$ cat config.mk
export PLATFORM = sky130hd
export DESIGN_NAME = rtmp_ctrl
export DESIGN_NICKNAME = d
export VERILOG_FILES = /design/src/rtl/core/recurrence_term_mod_prime_top_macros.svh /design/src/rtl/core/rtmp_pkg.sv /design/src/rtl/core/rtmp_ctrl.sv
export SDC_FILE = /design/constraint.sdc
export NUM_CORES = 1
export LEC_CHECK = 0
export BUFFER_PORTS_ARGS = -buffer_cell sky130_fd_sc_hd__buf_2
export CAP_MARGIN = 40
export CORE_AREA = 5 5 42 44
export DETAILED_ROUTE_END_ITERATION = 16
export DIE_AREA = 0 0 47 49
export PLACE_DENSITY = 0.67
export SLEW_MARGIN = 20
export SYNTH_ARGS = -nofsm -noshare
export SYNTH_HDL_FRONTEND = slang
export SYNTH_SLANG_ARGS = --single-unit
$ cat constraint.sdc
create_clock -name clk -period 2.22 [get_ports clk]
set_input_delay 0.333 -clock clk [delete_from_list [all_inputs] [get_ports clk]]
set_output_delay 0.333 -clock clk [all_outputs]
set_load 0.01 [all_outputs]
$ cat src/rtl/core/recurrence_term_mod_prime_top_macros.svh
// assertion helpers used by rtmp_dp
`ifndef RECURRENCE_TERM_MOD_PRIME_TOP_MACROS_SVH
`define RECURRENCE_TERM_MOD_PRIME_TOP_MACROS_SVH

// same-cycle implication
`define RTMP_ASSERT_IMP(lbl, clk, rst_n, ante, cons, msg) \
	lbl: assert property (@(posedge clk) disable iff (!rst_n) (ante) |-> (cons)) else $error(msg);

// next-cycle implication
`define RTMP_ASSERT_NXT(lbl, clk, rst_n, ante, cons, msg) \
	lbl: assert property (@(posedge clk) disable iff (!rst_n) (ante) |=> (cons)) else $error(msg);

`endif

$ cat src/rtl/core/rtmp_pkg.sv
`default_nettype none

package rtmp_pkg;

	localparam int INDEX_BITS = 64;
	localparam int VAL_W = 30;

	localparam logic [VAL_W-1:0] PRIME = 30'd1000000009;
	localparam logic [31:0] PRIME_32 = 32'd1000000009;
	localparam logic [31:0] PRIME_X2 = 32'd2000000018;

	// floor(2^60 / prime) for the barrett estimate
	localparam logic [63:0] MU_FULL = 64'h1000_0000_0000_0000 / 64'd1000000009;
	localparam logic [30:0] BARRETT_MU = MU_FULL[30:0];

	localparam logic [2:0] MAT_LAST = 3'd7;
	localparam logic [2:0] OUT_LAST = 3'd1;

	typedef logic [3:0][VAL_W-1:0] rtmp_mat_t;

	// entry index is {row, col}
	localparam rtmp_mat_t IDENT_MAT = '{30'd1, 30'd0, 30'd0, 30'd1};
	localparam rtmp_mat_t STEP_MAT = '{30'd0, 30'd1, 30'd2, 30'd1};
	localparam rtmp_mat_t PICK_F0_MAT = '{30'd0, 30'd1, 30'd1, 30'd0};

	typedef enum logic [1:0] {
		OP_ACC,
		OP_SQR,
		OP_OUT
	} rtmp_op_t;

	typedef enum logic [2:0] {
		ST_IDLE,
		ST_PLAN,
		ST_ISSUE,
		ST_DRAIN,
		ST_DONE
	} rtmp_state_t;

	typedef struct packed {
		logic [1:0] entry;
		logic odd;
	} rtmp_tag_t;

	typedef struct packed {
		logic load;
		logic issue;
		logic [2:0] idx;
		rtmp_op_t kind;
		logic commit;
		logic shift;
		logic out_load;
	} rtmp_cmd_t;

	typedef struct packed {
		logic exp_zero;
		logic exp_lsb;
		logic exp_last;
		logic pipe_empty;
		logic out_free;
	} rtmp_sts_t;

endpackage

`default_nettype wire

$ cat src/rtl/core/rtmp_ctrl.sv
`default_nettype none

module rtmp_ctrl import rtmp_pkg::*; (
	input  wire logic      clk,
	input  wire logic      arst_n,
	input  wire logic      arg_valid,
	output logic           arg_stall,
	input  wire rtmp_sts_t sts,
	output rtmp_cmd_t      cmd
);

	rtmp_state_t state_q, state_d;
	rtmp_op_t kind_q, kind_d;
	logic [2:0] cnt_q, cnt_d;
	logic last;

	always_ff @(posedge clk or negedge arst_n) begin
		if (!arst_n) begin
			state_q <= ST_IDLE;
			kind_q <= OP_ACC;
			cnt_q <= '0;
		end else begin
			state_q <= state_d;
			kind_q <= kind_d;
			cnt_q <= cnt_d;
		end
	end

	always_comb begin
		state_d = state_q;
		kind_d = kind_q;
		cnt_d = cnt_q;
		cmd = '0;
		cmd.idx = cnt_q;
		cmd.kind = kind_q;
		arg_stall = 1'b1;
		last = (kind_q == OP_OUT) ? (cnt_q == OUT_LAST) : (cnt_q == MAT_LAST);
		case (state_q)
			ST_IDLE: begin
				arg_stall = 1'b0;
				if (arg_valid) begin
					cmd.load = 1'b1;
					state_d = ST_PLAN;
				end
			end
			ST_PLAN: begin
				cnt_d = '0;
				if (sts.exp_zero) begin
					kind_d = OP_OUT;
				end else if (sts.exp_lsb) begin
					kind_d = OP_ACC;
				end else begin
					kind_d = OP_SQR;
				end
				state_d = ST_ISSUE;
			end
			ST_ISSUE: begin
				cmd.issue = 1'b1;
				if (last) begin
					cnt_d = '0;
					state_d = ST_DRAIN;
				end else begin
					cnt_d = cnt_q + 3'd1;
				end
			end
			ST_DRAIN: begin
				if (sts.pipe_empty) begin
					cmd.commit = 1'b1;
					case (kind_q)
						OP_OUT: begin
							state_d = ST_DONE;
						end
						OP_SQR: begin
							cmd.shift = 1'b1;
							state_d = ST_PLAN;
						end
						OP_ACC: begin
							if (sts.exp_last) begin
								cmd.shift = 1'b1;
								state_d = ST_PLAN;
							end else begin
								kind_d = OP_SQR;
								state_d = ST_ISSUE;
							end
						end
						default: begin
							state_d = ST_IDLE;
						end
					endcase
				end
			end
			ST_DONE: begin
				if (sts.out_free) begin
					cmd.out_load = 1'b1;
					state_d = ST_IDLE;
				end
			end
			default: begin
				state_d = ST_IDLE;
			end
		endcase
	end

endmodule

`default_nettype wire

==> results of run 1 <==
kinds of logic (layout without fill, tap and decap cells):
group	Yosys count	after routing	synth area share [%]
buffers and inverters	7	26	6.650
muxes	1	1	2.217
adders and majority gates	1	1	2.463
and+or+nand+nor	23	23	24.14
DFF	8	8	39.41
AOI/OAI and AO/OA	19	19	25.12
critical path: cells and delay by family, from the launching register on:
kind                   cells  cell delay, ns
buffers and inverters      1            0.15
flip-flops                 1            0.48
AND/OR/NAND/NOR            3            0.72
synthesized netlist by cell type (2+ instances only):
master                     count
sky130_fd_sc_hd__nor2_1        6
sky130_fd_sc_hd__and3_1        2
sky130_fd_sc_hd__nor3b_1       2
sky130_fd_sc_hd__dfrtp_1       8
sky130_fd_sc_hd__clkbuf_1      2
sky130_fd_sc_hd__inv_1         4
sky130_fd_sc_hd__a31oi_1       2
sky130_fd_sc_hd__o21ai_0       6
sky130_fd_sc_hd__nand2b_1      4
sky130_fd_sc_hd__nor3_1        3
sky130_fd_sc_hd__nand2_1       2
per-stage QoR:
step           instances  total power [mW]
3_3_place_gp          90            0.7528
2_1_floorplan         59            0.6305
6_report              94            0.8671
3_5_place_dp          90            0.7590
4_1_cts               94            0.8774
5_1_grt               94            0.9673
routing by layer:
layer / wire length, um / GRT usage, % / up-vias
met4: 14 / 5.530 / 0
met1: 535 / 16.48 / 227
met2: 550 / 19.00 / 22
li1: - / - / 254
met5: 0 / 0 / -
met3: 114 / 5.904 / 2
state kept, by name, indices dropped and copies added, names as in the netlist:
register and cells:
kind_q 2, state_q 3, cnt_q 3
power groups by stage:
stage,Sequential [mW],Clock (mW),Combinational (mW)
5_1_grt,0.353,0.129,0.485
3_5_place_dp,0.333,0,0.426
4_1_cts,0.332,0.118,0.428
2_1_floorplan,0.298,0,0.333
6_report,0.333,0.109,0.425
3_3_place_gp,0.328,0,0.424
placed cells by master, fill, tap and decap left out, types with 2 or more instances in the layout:
cell type                  netlist  layout
sky130_fd_sc_hd__inv_1           4       4
sky130_fd_sc_hd__a31oi_1         2       2
sky130_fd_sc_hd__clkbuf_4        0       3
sky130_fd_sc_hd__buf_2           0      18
sky130_fd_sc_hd__nor3b_1         2       2
sky130_fd_sc_hd__nand2b_1        4       4
sky130_fd_sc_hd__and3_1          2       2
sky130_fd_sc_hd__nor3_1          3       3
sky130_fd_sc_hd__dfrtp_1         8       8
sky130_fd_sc_hd__nand2_1         2       2
sky130_fd_sc_hd__o21ai_0         6       6
sky130_fd_sc_hd__nor2_1          6       6
final cells by class:
class                      count  area (um2)  area share [%]
inverter                       4       15.01           2.376
clock buffer                   3       22.52           3.564
tap                           16       20.02           3.168
multi-input combinational     44       274.0           43.37
timing repair buffer          19       100.1           15.84
sequential                     8       200.2           31.68
worst max-delay path by stage:
| stage | endpoint | startpoint |
|---|---|---|
| detailed placement | cmd[1] | state_q[2]$_DFFE_PN0P_ |
| floorplan | cmd[9] | state_q[2]$_DFFE_PN0P_ |
| CTS | cmd[1] | state_q[2]$_DFFE_PN0P_ |
| global route | cmd[1] | state_q[0]$_DFFE_PN0P_ |
| global placement | cmd[1] | state_q[2]$_DFFE_PN0P_ |
| finish | cmd[1] | state_q[2]$_DFFE_PN0P_ |
==> run summary, run 1 <==
## Run
• 0 — reported max-cap violation count

## Worst setup path
• nand2b_1 -> or2_2 -> nor3_1 -> buf_2 — cells along the critical path
• state_q[2]$_DFFE_PN0P_ — launch instance of the worst register-to-register path
• 0.48 ns — delay of the slowest cell on the worst path
• 1.89 ns — required time of the critical path
• sky130_fd_sc_hd__dfrtp_1 — Critical Path Slowest Stage Cell
• 12 — highest fanout seen on the critical path
• flip-flop — startpoint class of the critical path
• 0.81 ns — worst setup slack for register-to-register paths
• 1.60 ns — Arrival @ worst endpoint
• reg -> out — type of the worst setup path
• output pin — kind of end point of the critical path
• state_q[0]$_DFFE_PN0P_ — Reg2Reg Capture Point
• 4 — worst reg2reg path depth

## STA
• 516.7 MHz — upper clock frequency limit
• 0 — Final Hold Fails
• 0.3389 ns — slew at the pin closest to its max-slew limit
• 87.18% — final worst-path cycle share
• 1.935 ns — Min Clock Period, post-route
• 0.2846 ns — worst path setup slack after routing
• no — setup repair after global routing missed its margin
• 0.2867 ns — smallest hold slack
• 0 ns — setup TNS after final layout
• 0.01153 ns — setup skew after layout
• 0 — count of endpoints failing setup in the final report
• 77.41% — worst max-slew margin expressed relative to the limit
• 0 — fin. max-slew vios

## Routing
• 4 — TritonRoute pass-1 iters
• 1215 um — aggregate routed wire length
• 0 — number of remaining DRC errors
• 12.93 um — drt wl/cell
• 505 — detailed-route via count
• 11 — Detailed Route Iter0 Violations
• 0 — number of routed nets with antenna violations
• 5.372 — drt via density

## Min path
• sts[0] — hold wc startpoint
• state_q[2]$_DFFE_PN0P_ — Worst Hold End
• 2 — Cells on Worst Hold Path
• in -> reg — Hold Crit Class

## Die
• 1401 um2 — core area
• 2303 um2 — total die area
• 36.25% — Starting Density
• 49 um — height of the die
• 19 — I/O Pins
• 14 — Std-Cell Rows
• 47 um — Die Width

## Cells and area
• 631.9 um2 — post-route design area
• 45.09% — core utilization of the finished layout
• 24.38% — synth-to-layout area growth
• 146 — number of fill cells
• 89 — number of nets in the layout
• 0 — number of antenna diodes
• 34.62% — layout cell share with drive strength beyond 1

## Pwr
• 1372 nW/um2 — areal power density over the cells
• 38.4% — sequential cell fraction of total power
• 12.6% — clock share of power
• 0.3174 nW — leak pwr
• 49.0% — combinational fraction of design power
• 0.3860 mW — Switch Pwr
• 0.0006166 V — VDD IR max
• 0.4812 mW — P_int
• 44.51% — Sw Ratio

## Clocking
• sky130_fd_sc_hd__clkbuf_4 — Root Buffer Master
• 0 — Setup Buffers After CTS
• 1 — number of buffers inserted for hold repair after clock tree synthesis
• done — CTS tree
• 2 — clock tree buffer depth
• 0.25 ns — clock latency reported for the late side of the worst-skew pair
• 3 — total clock buffers created by CTS
• 0 — post-cts sizing count
• 1 — H-tree lvl count
• 0.06 ns — Reg clk slew, reported paths
• 8 — total number of clock tree sinks

## Synth
• 8.610 um2 — synthesized area per cell
• sky130_fd_sc_hd__dfrtp_1 — Synth area leader
• 39.41% — sequential share of the synthesized area
• 100.0% — share of flip-flops with an asynchronous set or reset
• 508.0 um2 — post-synthesis instance area
• 8 — post-synthesis sequential element count
• 0 — Warnings, synthesis
• 29 — count of distinct cell types in the synthesized netlist
• 39.41% — top cell type's share of synthesized area
• 59 — post-synthesis instance total
• 68 — syn_nets
• 0 — number of enable-type register cells in the synthesized netlist
• sky130_fd_sc_hd__dfrtp_1 — leading register cell type out of synthesis
• sky130_fd_sc_hd__dfrtp_1 39%, sky130_fd_sc_hd__o21ai_0 5.9%, sky130_fd_sc_hd__nand2b_1 4.9%, sky130_fd_sc_hd__nor2_1 4.4%, sky130_fd_sc_hd__nor3_1 3.0% — Area contributors post-synth

## Global route
• 0 — initial antenna violation count
• 504 — number of global-route vias before repair
• 13 — maximum number of pins on one net before global-route repair
• 2173 um — wire length of the first global-routing pass
• 0 — grt ovf
• 13.14% — Total Routing Usage GR

## Place
• 0.5770 ns — DP Worst Slack
• 908.3 um — final HPWL from detailed placement
• 599.3 um2 — total placed instance area
• 18 — total of buffers placed on input and output ports
• 0.8130 — weighted congestion reported at the end of routability-driven placement

## Status
• finished, final reports clean — outcome

Power figures use the tool's default switching activity.
==> run 2, diff against run 1 <==
--- a/config.mk
+++ b/config.mk
@@ -5,12 +5,13 @@
 export SDC_FILE = /design/constraint.sdc
 export NUM_CORES = 1
 export LEC_CHECK = 0
-export BUFFER_PORTS_ARGS = -buffer_cell sky130_fd_sc_hd__buf_2
+export BUFFER_PORTS_ARGS = -buffer_cell sky130_fd_sc_hd__buf_4
 export CAP_MARGIN = 40
 export CORE_AREA = 5 5 42 44
 export DETAILED_ROUTE_END_ITERATION = 16
 export DIE_AREA = 0 0 47 49
 export PLACE_DENSITY = 0.67
+export RECOVER_POWER = 25
 export SLEW_MARGIN = 20
 export SYNTH_ARGS = -nofsm -noshare
 export SYNTH_HDL_FRONTEND = slang
==> run 2 against run 1 <==
  * Die area is the same
  * Utilization grew 2.9 points
  * Combinational power grew 11%
  * Sequential power is essentially flat
  * Clock skew shrank 0.0048 ns
  * Global-route usage shrank 0.88 points
  * First-iteration DRC count grew 36%
  * Flip-flop and latch count is the same
  * Register-to-register slack lost 0.03 ns
==> run summary, run 2 (synthesis gave the netlist of run 1 again) <==
## Status
• finished, final reports clean — outcome

## STA
• 88.26% — final worst-path cycle share
• 0 ns — setup TNS after final layout
• 0 — Final Hold Fails
• 0 — count of endpoints failing setup in the final report
• 0.4597 ns — slew at the pin closest to its max-slew limit
• 0 — fin. max-slew vios
• 0.006688 ns — setup skew after layout
• 69.35% — worst max-slew margin expressed relative to the limit
• 0.2882 ns — smallest hold slack
• 510.4 MHz — upper clock frequency limit
• 1.959 ns — Min Clock Period, post-route
• no — setup repair after global routing missed its margin

## Min path
• in -> reg — Hold Crit Class

## Clocking
• 0 — Setup Buffers After CTS
• 2 — clock tree buffer depth
• sky130_fd_sc_hd__clkbuf_4 — Root Buffer Master
• 3 — total clock buffers created by CTS
• 0 — post-cts sizing count
• 0.26 ns — clock latency reported for the late side of the worst-skew pair
• done — CTS tree
• 1 — H-tree lvl count
• 8 — total number of clock tree sinks
• 0.06 ns — Reg clk slew, reported paths
• 1 — number of buffers inserted for hold repair after clock tree synthesis

## Place
• 0.7930 — weighted congestion reported at the end of routability-driven placement
• 90 — total instance count after detailed placement
• 961.9 um — final HPWL from detailed placement
• 644.4 um2 — total placed instance area
• 18 — total of buffers placed on input and output ports

## Routing
• 515 — detailed-route via count
• 15 — Detailed Route Iter0 Violations
• 5.479 — drt via density
• 0 — number of remaining DRC errors
• 0 — number of routed nets with antenna violations
• 13.36 um — drt wl/cell
• 4 — TritonRoute pass-1 iters
• 1256 um — aggregate routed wire length

## Cells and area
• 94 — final cell count without fillers
• 673.1 um2 — post-route design area
• 17 x sky130_fd_sc_hd__buf_4, 8 x sky130_fd_sc_hd__dfrtp_1, 6 x sky130_fd_sc_hd__nor2_1, 6 x sky130_fd_sc_hd__o21ai_0 — most used cells in the layout excluding fill and tap cells
• 33.33% — layout cell share with drive strength beyond 1
• 0 — number of antenna diodes
• 32.51% — synth-to-layout area growth
• cnt_q x3, state_q x3, kind_q x2 — leading registers by flop count
• 89 — number of nets in the layout
• sky130_fd_sc_hd__buf_4 — most common library cell in the layout ignoring fill and taps

## Worst setup path
• 1.63 ns — Arrival @ worst endpoint
• 1.89 ns — required time of the critical path
• flip-flop — startpoint class of the critical path
• 0.49 ns — delay of the slowest cell on the worst path
• nand2b_1 -> or2_2 -> nor3_1 -> buf_4 — cells along the critical path
• reg -> out — type of the worst setup path
• sky130_fd_sc_hd__dfrtp_1 — Critical Path Slowest Stage Cell
• 1 — Bufs and invs on worst path
• 12 — highest fanout seen on the critical path
• output pin — kind of end point of the critical path
• simple AND/OR/NAND/NOR gates — category of cells accounting for the largest share of critical-path delay

## Global route
• 0 — grt ovf
• 0 — initial antenna violation count
• 12.26% — Total Routing Usage GR
• 13 — maximum number of pins on one net before global-route repair
• 486 — number of global-route vias before repair
• 2090 um — wire length of the first global-routing pass

## Die
• 14 — Std-Cell Rows
• 49 um — height of the die
• 1401 um2 — core area
• 36.25% — Starting Density
• 2303 um2 — total die area
• 19 — I/O Pins
• 47 um — Die Width

## Pwr
• 0.9217 mW — sum of internal, switching and leakage power
• 1369 nW/um2 — areal power density over the cells
• 0.3248 nW — leak pwr
• 0.0005277 V — VDD IR max

## Run
• 0 — reported max-cap violation count

[run 2: layout make-up]
class                   count  area [um2]
inverters                   4       15.01
fillers                   145       728.2
multi-input cells          44       274.0
flip-flops and latches      8       200.2
repair buffers             19       141.4
clock buffers               3       22.52
well taps                  16       20.02
[run 2: stage by stage]
step                setup slack (ns)  util (%)
floorplan                     0.6413         -
global placement              0.5826     45.98
detailed placement            0.5682     45.98
CTS                           0.2716     48.30
global route                  0.1614     48.04
finish                        0.2606     48.04
[run 2: final timing paths]
kind,start,to,slack (ns),cells past startpoint
min,sts[0],state_q[2]$_DFFE_PN0P_,0.29,2
max in group asynchronous,arst_n,cnt_q[0]$_DFFE_PN0P_,1.37,2
max reg2reg,state_q[2]$_DFFE_PN0P_,state_q[0]$_DFFE_PN0P_,0.78,4
min in group asynchronous,arst_n,cnt_q[1]$_DFFE_PN0P_,0.53,2
max,state_q[2]$_DFFE_PN0P_,cmd[1],0.26,4
min reg2reg,kind_q[0]$_DFFE_PN0P_,kind_q[0]$_DFFE_PN0P_,0.55,1
[run 2: worst reg2reg max path: stages (launching register included)]
cell	delay [ns]
sky130_fd_sc_hd__dfrtp_1	0.49
sky130_fd_sc_hd__nand2b_1	0.26
sky130_fd_sc_hd__o32a_1	0.20
sky130_fd_sc_hd__a221o_1	0.31
sky130_fd_sc_hd__a21oi_2	0.11
[run 2: where the power goes]
group | switching [mW] | internal, mW | leakage, nW
clock | 0.0528 | 0.0621 | 0.0138
sequential | 0.125 | 0.212 | 0.0984
combinational | 0.221 | 0.250 | 0.213
total | 0.398 | 0.524 | 0.325
[run 2: routing by layer]
layer | share of wire (%) | global-route usage [%] | vias to the layer above
met4 | 1.5 | 4.147 | 0
met5 | 0 | 0 | -
met1 | 42 | 16.59 | 237
met2 | 49 | 18.55 | 22
met3 | 6.8 | 2.952 | 2
li1 | - | - | 254
==> run 3, diff against run 2 <==
--- a/config.mk
+++ b/config.mk
@@ -5,7 +5,7 @@
 export SDC_FILE = /design/constraint.sdc
 export NUM_CORES = 1
 export LEC_CHECK = 0
-export BUFFER_PORTS_ARGS = -buffer_cell sky130_fd_sc_hd__buf_4
+export BUFFER_PORTS_ARGS = -buffer_cell sky130_fd_sc_hd__buf_2
 export CAP_MARGIN = 40
 export CORE_AREA = 5 5 42 44
 export DETAILED_ROUTE_END_ITERATION = 16
==> run 3 against run 2 <==
  * Worst setup slack improved by 0.024 ns
  * Worst hold slack got worse by 0.0015 ns
  * Sequential share of layout area grew 2.0 points
  * Global-route usage increased by 0.88 points
  * Largest power group unchanged
  * Wire length shrank 3.3%
  * Via count fell by 1.9%
  * Maximum frequency grew 1.2%
==> run summary, run 3 (synthesis gave the netlist of run 1 again) <==
## Global route
• 2173 um — wire length of the first global-routing pass
• 0 — initial antenna violation count
• 13.14% — Total Routing Usage GR
• 13 — maximum number of pins on one net before global-route repair
• 504 — number of global-route vias before repair
• 0 — grt ovf

## Die
• 14 — Std-Cell Rows
• 19 — I/O Pins
• 47 um — Die Width
• 2303 um2 — total die area
• 1401 um2 — core area
• 49 um — height of the die
• 36.25% — Starting Density

## Routing
• 1214 um — aggregate routed wire length
• 11 — Detailed Route Iter0 Violations
• 505 — detailed-route via count
• 12.91 um — drt wl/cell
• 4 — TritonRoute pass-1 iters
• 0 — number of remaining DRC errors
• 5.372 — drt via density
• 0 — number of routed nets with antenna violations

## Clocking
• 1 — H-tree lvl count
• 2 — clock tree buffer depth
• 8 — total number of clock tree sinks
• 3 — total clock buffers created by CTS
• done — CTS tree
• 0 — Setup Buffers After CTS
• 0.25 ns — clock latency reported for the late side of the worst-skew pair
• 0 — post-cts sizing count
• 0.06 ns — Reg clk slew, reported paths
• sky130_fd_sc_hd__clkbuf_4 — Root Buffer Master

## Pwr
• 0.0006165 V — VDD IR max
• 1375 nW/um2 — areal power density over the cells
• 0.3146 nW — leak pwr
• 0.8668 mW — sum of internal, switching and leakage power

## Place
• 908.3 um — final HPWL from detailed placement
• 0.5770 ns — DP Worst Slack
• 0.8130 — weighted congestion reported at the end of routability-driven placement
• 18 — total of buffers placed on input and output ports

## Cells and area
• sky130_fd_sc_hd__buf_2 — most common library cell in the layout ignoring fill and taps
• 33.33% — layout cell share with drive strength beyond 1
• 147 — number of fill cells
• 24.14% — synth-to-layout area growth
• cnt_q x3, state_q x3, kind_q x2 — leading registers by flop count
• 89 — number of nets in the layout
• 17 x sky130_fd_sc_hd__buf_2, 8 x sky130_fd_sc_hd__dfrtp_1, 6 x sky130_fd_sc_hd__nor2_1, 6 x sky130_fd_sc_hd__o21ai_0 — most used cells in the layout excluding fill and tap cells
• 0 — number of antenna diodes

## Worst setup path
• 4 — worst reg2reg path depth
• reg -> out — type of the worst setup path
• 1.60 ns — Arrival @ worst endpoint
• 12 — highest fanout seen on the critical path
• 0.48 ns — delay of the slowest cell on the worst path
• 0.81 ns — worst setup slack for register-to-register paths
• flip-flop — startpoint class of the critical path
• output pin — kind of end point of the critical path
• state_q[2]$_DFFE_PN0P_ — launch instance of the worst register-to-register path
• sky130_fd_sc_hd__dfrtp_1 — Critical Path Slowest Stage Cell
• 1.89 ns — required time of the critical path
• nand2b_1 -> or2_2 -> nor3_1 -> buf_2 — cells along the critical path
• state_q[0]$_DFFE_PN0P_ — Reg2Reg Capture Point

## Min path
• in -> reg — Hold Crit Class
• 2 — Cells on Worst Hold Path
• state_q[2]$_DFFE_PN0P_ — Worst Hold End
• sts[0] — hold wc startpoint

## Run
• 0 — reported max-cap violation count

## STA
• 0 ns — setup TNS after final layout
• 0 — count of endpoints failing setup in the final report
• 0.01153 ns — setup skew after layout
• 0.2847 ns — worst path setup slack after routing
• 0 — Final Hold Fails
• no — setup repair after global routing missed its margin
• 0.2867 ns — smallest hold slack
• 87.17% — final worst-path cycle share
• 516.7 MHz — upper clock frequency limit
• 1.935 ns — Min Clock Period, post-route
• 0 — fin. max-slew vios
• 0.4906 ns — slew at the pin closest to its max-slew limit
• 67.29% — worst max-slew margin expressed relative to the limit

## Status
• finished, final reports clean — outcome

run 3: repair_timing:
item,in CTS,in global routing
setup endpoints to repair,0,0
endpoints found under the hold margin,8,0
hold buffers,1,0
run 3: final cells by class:
cell class | instances | area [um2] | share of cell area, %
sequential | 8 | 200.2 | 31.75
multi-input combinational | 44 | 274.0 | 43.45
tap | 16 | 20.02 | 3.175
timing repair buffer | 19 | 98.84 | 15.67
clock buffer | 3 | 22.52 | 3.571
inverter | 4 | 15.01 | 2.381
run 3: how the worst max path moves through the flow:
stage                            from  endpoint  slack, ns  depth (start not counted)
6_report       state_q[2]$_DFFE_PN0P_    cmd[1]       0.28                          4
5_1_grt        state_q[0]$_DFFE_PN0P_    cmd[1]        0.1                          4
4_1_cts        state_q[2]$_DFFE_PN0P_    cmd[1]       0.27                          4
3_5_place_dp   state_q[2]$_DFFE_PN0P_    cmd[1]       0.58                          4
3_3_place_gp   state_q[2]$_DFFE_PN0P_    cmd[1]       0.60                          4
2_1_floorplan  state_q[2]$_DFFE_PN0P_    cmd[9]       0.64                          3
run 3: through the flow:
stage | instances | area, um2 | utilization [%]
2_1_floorplan | 59 | 508.0 | -
3_3_place_gp | 90 | 599.3 | 42.77
3_5_place_dp | 90 | 599.3 | 42.77
4_1_cts | 94 | 631.9 | 45.09
5_1_grt | 94 | 630.6 | 45.00
6_report | 94 | 630.6 | 45.00
run 3: critical path, delay by kind of cell (launching register included):
family	cells	cell delay (ns)
simple gates	3	0.72
buf+inv	1	0.15
flops	1	0.48
run 3: per-layer routing:
metal	vias to the layer above	global-route usage, %	routed length, um
li1	254	-	-
met1	227	16.48	536
met2	22	19.00	549
met3	2	5.904	114
met4	0	5.530	14
met5	-	0	0
run 3: power by group:
| part | leakage (nW) | internal (mW) | switching [mW] |
|---|---|---|---|
| combinational | 0.202 | 0.207 | 0.218 |
| clock | 0.0138 | 0.0617 | 0.0474 |
| sequential | 0.0984 | 0.212 | 0.121 |
| total | 0.315 | 0.481 | 0.386 |
